### src/design/rtbc_pkg.sv
// ---------------------------------------------------------------------------
// rtbc_pkg: shared definitions for the region table bounds checker
// Type codes, alignment sizes, register map and the query record that
// travels along the cell chain.
// ---------------------------------------------------------------------------
package rtbc_pkg;

    localparam int DEF_TABLE_DEPTH = 64;
    localparam int DEF_ADDR_BITS   = 31;

    // item function codes
    localparam logic FUNC_LOAD  = 1'b0;
    localparam logic FUNC_QUERY = 1'b1;

    // region type codes
    localparam logic [2:0] KIND_BYTE   = 3'd0;
    localparam logic [2:0] KIND_WORD   = 3'd1;
    localparam logic [2:0] KIND_DWORD  = 3'd2;
    localparam logic [2:0] KIND_QWORD  = 3'd3;
    localparam logic [2:0] KIND_DOUBLE = 3'd4;

    // element sizes in bytes
    localparam int SIZE_S2 = 2;
    localparam int SIZE_S4 = 4;
    localparam int SIZE_S8 = 8;

    localparam logic [2:0] MASK_S2 = 3'(SIZE_S2 - 1);
    localparam logic [2:0] MASK_S4 = 3'(SIZE_S4 - 1);
    localparam logic [2:0] MASK_S8 = 3'(SIZE_S8 - 1);

    // register map (index = byte address / 4)
    localparam int          PADDR_W      = 3;
    localparam logic [0:0]  REG_LAST_IDX = 1'b0;

    // query record handed from cell to cell
    typedef struct packed {
        logic [31:0] addr;        // start address
        logic [32:0] sum;         // address + offset, 33-bit two's complement
        logic [2:0]  off_low;     // low offset bits for the alignment test
        logic        off_zero;
        logic        span_bad;    // negative offset or negative end of span
        logic        addr_neg;
        logic [2:0]  exp_kind;
        logic        found;
        logic [31:0] size;
        logic [2:0]  kind;
        logic        span_done;
        logic        span_err;
    } rtbc_token_t;

endpackage

### src/design/rtbc_cell.sv
// ---------------------------------------------------------------------------
// rtbc_cell: one table entry plus one stage of the query chain
// Holds base/end/type of its region, tests the passing query against it
// and registers the updated record for the next cell.
// ---------------------------------------------------------------------------
module rtbc_cell
    import rtbc_pkg::*;
#(
    parameter int ADDR_BITS = DEF_ADDR_BITS,
    parameter int IDX_W     = 6
)
(
    input  logic                 clk,
    input  logic                 rst_n,
    input  logic                 adv,
    input  logic                 wr_en,
    input  logic [ADDR_BITS-1:0] wr_base,
    input  logic [ADDR_BITS-1:0] wr_end,
    input  logic [2:0]           wr_kind,
    input  logic                 in_valid,
    input  logic                 in_active,
    input  logic [IDX_W-1:0]     in_rem,
    input  rtbc_token_t          in_tok,
    output logic                 out_valid,
    output logic                 out_active,
    output logic [IDX_W-1:0]     out_rem,
    output rtbc_token_t          out_tok
);

    localparam int CMP_W = (ADDR_BITS > 33) ? ADDR_BITS : 33;
    localparam int SZ_W  = (ADDR_BITS + 1 > 32) ? ADDR_BITS + 1 : 32;

    logic [ADDR_BITS-1:0] base_reg;
    logic [ADDR_BITS-1:0] end_reg;
    logic [2:0]           kind_reg;

    logic                 valid_reg;
    logic                 active_reg;
    logic [IDX_W-1:0]     rem_reg;
    rtbc_token_t          tok_reg;
    rtbc_token_t          tok_next;

    logic [CMP_W-1:0]     addr_c;
    logic [CMP_W-1:0]     sum_c;
    logic [CMP_W-1:0]     base_c;
    logic [CMP_W-1:0]     end_c;
    logic [SZ_W-1:0]      size_full;
    logic                 above_base;
    logic                 contains;
    logic                 span_in;

    assign addr_c     = CMP_W'(in_tok.addr);
    assign sum_c      = CMP_W'(in_tok.sum);
    assign base_c     = CMP_W'(base_reg);
    assign end_c      = CMP_W'(end_reg);
    assign size_full  = SZ_W'(end_reg) - SZ_W'(base_reg) + SZ_W'(1);

    assign above_base = !in_tok.addr_neg && (addr_c >= base_c);
    assign contains   = above_base && (addr_c <= end_c);
    assign span_in    = above_base && !in_tok.span_bad && (sum_c <= end_c);

    always_comb
    begin
        tok_next = in_tok;
        if (in_active)
        begin
            if (!in_tok.found && contains)
            begin
                tok_next.found = 1'b1;
                tok_next.size  = size_full[31:0];
                tok_next.kind  = kind_reg;
            end
            if (!in_tok.span_done && span_in)
            begin
                if (in_tok.off_zero)
                begin
                    tok_next.span_done = 1'b1;
                    tok_next.span_err  = 1'b0;
                end
                else
                begin
                    case (kind_reg)
                        KIND_BYTE:
                        begin
                            tok_next.span_done = 1'b1;
                            tok_next.span_err  = 1'b0;
                        end
                        KIND_WORD:
                        begin
                            tok_next.span_done = 1'b1;
                            tok_next.span_err  = |(in_tok.off_low & MASK_S2);
                        end
                        KIND_DWORD:
                        begin
                            tok_next.span_done = 1'b1;
                            tok_next.span_err  = |(in_tok.off_low & MASK_S4);
                        end
                        KIND_QWORD, KIND_DOUBLE:
                        begin
                            tok_next.span_done = 1'b1;
                            tok_next.span_err  = |(in_tok.off_low & MASK_S8);
                        end
                        default:
                        begin
                            // other types: skipped, scan goes on
                            tok_next.span_done = 1'b0;
                        end
                    endcase
                end
            end
        end
    end

    // table entry, undefined until loaded
    always_ff @(posedge clk)
    begin
        if (wr_en)
        begin
            base_reg <= wr_base;
            end_reg  <= wr_end;
            kind_reg <= wr_kind;
        end
    end

    always_ff @(posedge clk or negedge rst_n)
    begin
        if (!rst_n)
        begin
            valid_reg <= 1'b0;
        end
        else if (adv)
        begin
            valid_reg <= in_valid;
        end
    end

    always_ff @(posedge clk)
    begin
        if (adv)
        begin
            active_reg <= in_active && (in_rem != '0);
            rem_reg    <= in_rem - IDX_W'(1);
            tok_reg    <= tok_next;
        end
    end

    assign out_valid  = valid_reg;
    assign out_active = active_reg;
    assign out_rem    = rem_reg;
    assign out_tok    = tok_reg;

endmodule
### config.mk
export PLATFORM = sky130hd
export DESIGN_NAME = rtbc_cell
export DESIGN_NICKNAME = d
export VERILOG_FILES = /design/src/design/rtbc_pkg.sv /design/src/design/rtbc_cell.sv
export SDC_FILE = /design/constraint.sdc
export NUM_CORES = 1
export LEC_CHECK = 0
export BUFFER_PORTS_ARGS = -buffer_cell sky130_fd_sc_hd__buf_4
export CAP_MARGIN = 20
export CELL_PAD_IN_SITES_DETAIL_PLACEMENT = 0
export CELL_PAD_IN_SITES_GLOBAL_PLACEMENT = 1
export CORE_ASPECT_RATIO = 1.1
export CORE_UTILIZATION = 38
export CTS_BUF_LIST = sky130_fd_sc_hd__clkbuf_4 sky130_fd_sc_hd__clkbuf_8
export DETAILED_ROUTE_END_ITERATION = 10
export PLACE_DENSITY_LB_ADDON = 0.1
export SYNTH_ARGS = -nofsm -noshare
export SYNTH_HDL_FRONTEND = slang
export SYNTH_SLANG_ARGS = --single-unit
### constraint.sdc
create_clock -name clk -period 3.3 [get_ports clk]
set_clock_uncertainty 0.1 [all_clocks]
set_input_delay 0.99 -clock clk [delete_from_list [all_inputs] [get_ports clk]]
set_output_delay 0.99 -clock clk [all_outputs]
set_load 0.01 [all_outputs]
==> flow_metrics.tcl <==
set metrics [dict create \
    powerDensity_nw_per_um2 433.5 \
    relSlewSlack_pct 67.75 \
    placementRows 63 \
    setup_slack_ns -0.09012 \
    hold_class "input pin to asynchronous set/reset pin" \
    wl_um 30310 \
    cts.path.max_buffers 2 \
    syn_inst 817 \
    drt-initial-drc-count 390 \
    r2r_slack_ns -0.04 \
    die_w_um 160.6 \
    num-fill-cells 2399 \
    stdcell_area_um2 15020 \
    holdWs_ns 0.1708 \
    p_leak_nw 6.987 \
    clk_pin_slew_ns 0.11 \
    synth-main-ff-cell "edfxtp_1" \
    cts-root-buf "clkbuf_8" \
    area_delta_synth_final_pct 42.88 \
    maxCapViolCount 0 \
    first_pass_iters 7 \
    die-height_um 176.4 \
    port_buffers 308 \
    finalCriticalPeriod_ns 3.390 \
    gp_congestion 0.8633 \
    final-seq-area_um2 5550 \
    initial_core_util_pct 38.88 \
    crit_required_ns 3.45 \
    cts_tree "built" \
    max_freq_mhz 295.0 \
    synth_seq_cells 185 \
    dr_total_vias 7944 \
    worst_slew_pin_slew_ns 0.4772 \
    htreeDepth 4 \
    rsz0062_at_grt "true" \
    grt_pass1_wl_um 45720 \
    gr-total-overflow 0 \
    io_pins 309 \
    critPathKind "input pin to flop" \
    wl_per_cell_um 18.69 \
    critPathMaxFanout 5 \
    nets 1598 \
    place_inst 1575 \
    via_per_inst 4.898 \
    grt_antenna_before_repair 0 \
    clk_latency_ns 0.48 \
    synth_edf_count 184 \
    cp-end-kind "flop" \
    hold_viol 0 \
    layout_commonest_cell "buf_4" \
    ys_seq_area_share_pct 52.80 \
    post-place-ws_ns -0.9226 \
    drive_gt1_share_pct 42.92 \
    ys_types 54 \
    setup_tns_ns -0.7058 \
    fin_crit_sh_pct 102.7 \
    yosys_warnings 0 \
    cts_made_buffers 17 \
    syn_area_per_cell_um2 12.87 \
    grt_usage_pct 21.76 \
    total_power_mw 6.511 \
    multi_input_area_um2 4962 \
    core_um2 27040 \
    grt_max_degree 61 \
    place_area_um2 14030 \
    critPathLaunchType "input pin" \
    ctsHoldBuffers 0 \
    setup_viol 23 \
    antenna_left 0 \
    grt_pass1_vias 8202 \
    report.final.slew_viol_count 0 \
    synthArstFlopShare_pct 0.5405 \
    remaining_drc_errors 0 \
    violations "negative setup slack" \
    largest_reg_flops 112 \
    ir_drop_uv 277.4 \
    synth_fp_nets 1163 \
    run_status "complete, but fails checks" \
    antenna_cells 0 \
    final_cell_mix "404 x buf_4, 184 x edfxtp_1, 143 x ha_1" \
    netlist_area_um2 10510 \
    instances_no_fill 1622 \
    dp_hpwl_um 24290 \
    utilization_pct 55.56 \
    clock_sinks 185 \
    arrival_ns 3.54 \
    die_area_um2 28330 \
]
[synth_stat cells (3+ instances only)]
| cell | number | area, um2 |
|---|---|---|
| edfxtp_1 | 184 | 5525 |
| ha_1 | 156 | 1952 |
| inv_1 | 82 | 307.8 |
| a21oi_1 | 65 | 325.3 |
| nand2_1 | 41 | 153.9 |
| o21ai_0 | 34 | 170.2 |
| a21o_1 | 31 | 232.7 |
| mux2_4 | 26 | 390.4 |
| nor2_1 | 21 | 78.83 |
| xnor2_1 | 20 | 175.2 |
| nand4_1 | 16 | 100.1 |
| xor2_1 | 12 | 105.1 |
| nand3_1 | 10 | 50.05 |
| nor3_1 | 10 | 50.05 |
| a211oi_1 | 9 | 67.56 |
| o211ai_1 | 8 | 60.06 |
| nand2b_1 | 7 | 43.79 |
| a31oi_1 | 6 | 37.54 |
| and3_1 | 6 | 37.54 |
| mux2_2 | 6 | 67.56 |
| nor2b_1 | 4 | 25.02 |
| nor4_1 | 4 | 25.02 |
| o21a_1 | 4 | 30.03 |
| o21bai_1 | 4 | 30.03 |
| a2111oi_0 | 3 | 26.28 |
| a21boi_0 | 3 | 22.52 |
| and4_1 | 3 | 26.28 |
| o2111ai_1 | 3 | 26.28 |
| or3_1 | 3 | 18.77 |
[report_power, final]
part / internal, mW / switching (mW) / total, mW
sequential: 2.79 / 0.0631 / 2.85
combinational: 0.992 / 0.983 / 1.97
clock: 0.779 / 0.909 / 1.69
total: 4.56 / 1.95 / 6.51
[cell type report]
class	count	share of cell area [%]
clock inverters	13	1.133
well taps	357	2.974
inverters	82	2.049
flip-flops and latches	185	36.95
multi-input cells	544	33.04
repair buffers	422	22.20
clock buffers	19	1.658
[cells by family after synthesis]
family / after synthesis / synth area share, %
compound gates: 186 / 11.15
flops: 185 / 52.80
fa+ha+maj: 157 / 18.76
simple gates: 135 / 6.487
buf+inv: 88 / 3.594
mux: 34 / 4.546
xor+xnor: 32 / 2.666
[worst paths after layout]
| check | start | to | depth (start not counted) |
|---|---|---|---|
| worst min register to register | out_valid | out_valid | 1 |
| max in group asynchronous | rst_n | out_valid | 1 |
| worst min-delay path | rst_n | out_valid | 1 |
| min in group clk | out_valid | out_valid | 1 |
| worst max register to register | base_reg[1] | out_tok[36] | 15 |
| worst max-delay path | in_tok[94] | out_tok[24] | 10 |
[per-layer routing]
metal | wire [um] | up-vias | global-route usage [%]
met5 | 0 | - | 0
met4 | 500 | 0 | 6.548
met3 | 1518 | 23 | 4.534
met2 | 15580 | 202 | 38.44
met1 | 12710 | 3749 | 26.53
li1 | - | 3970 | -
[worst max-delay path, cell delays in order]
cell and delay (ns):
buf_4 0.11, ha_1 0.31, nand4_1 0.19, or4_4 0.49
or3_1 0.33, a21bo_2 0.21, or2_4 0.33, buf_16 0.16
buf_12 0.12, mux2_4 0.28
[timing repair]
item / in CTS / in global routing
setup endpoints to repair: 35 / 34
pin swaps: 22 / 13
resized for setup: 61 / 23
buffers inserted: 9 / 5
endpoints found under the hold margin: 0 / 0
gates cloned: 1 / 1
No activity file was read; power rests on OpenSTA's default activity.
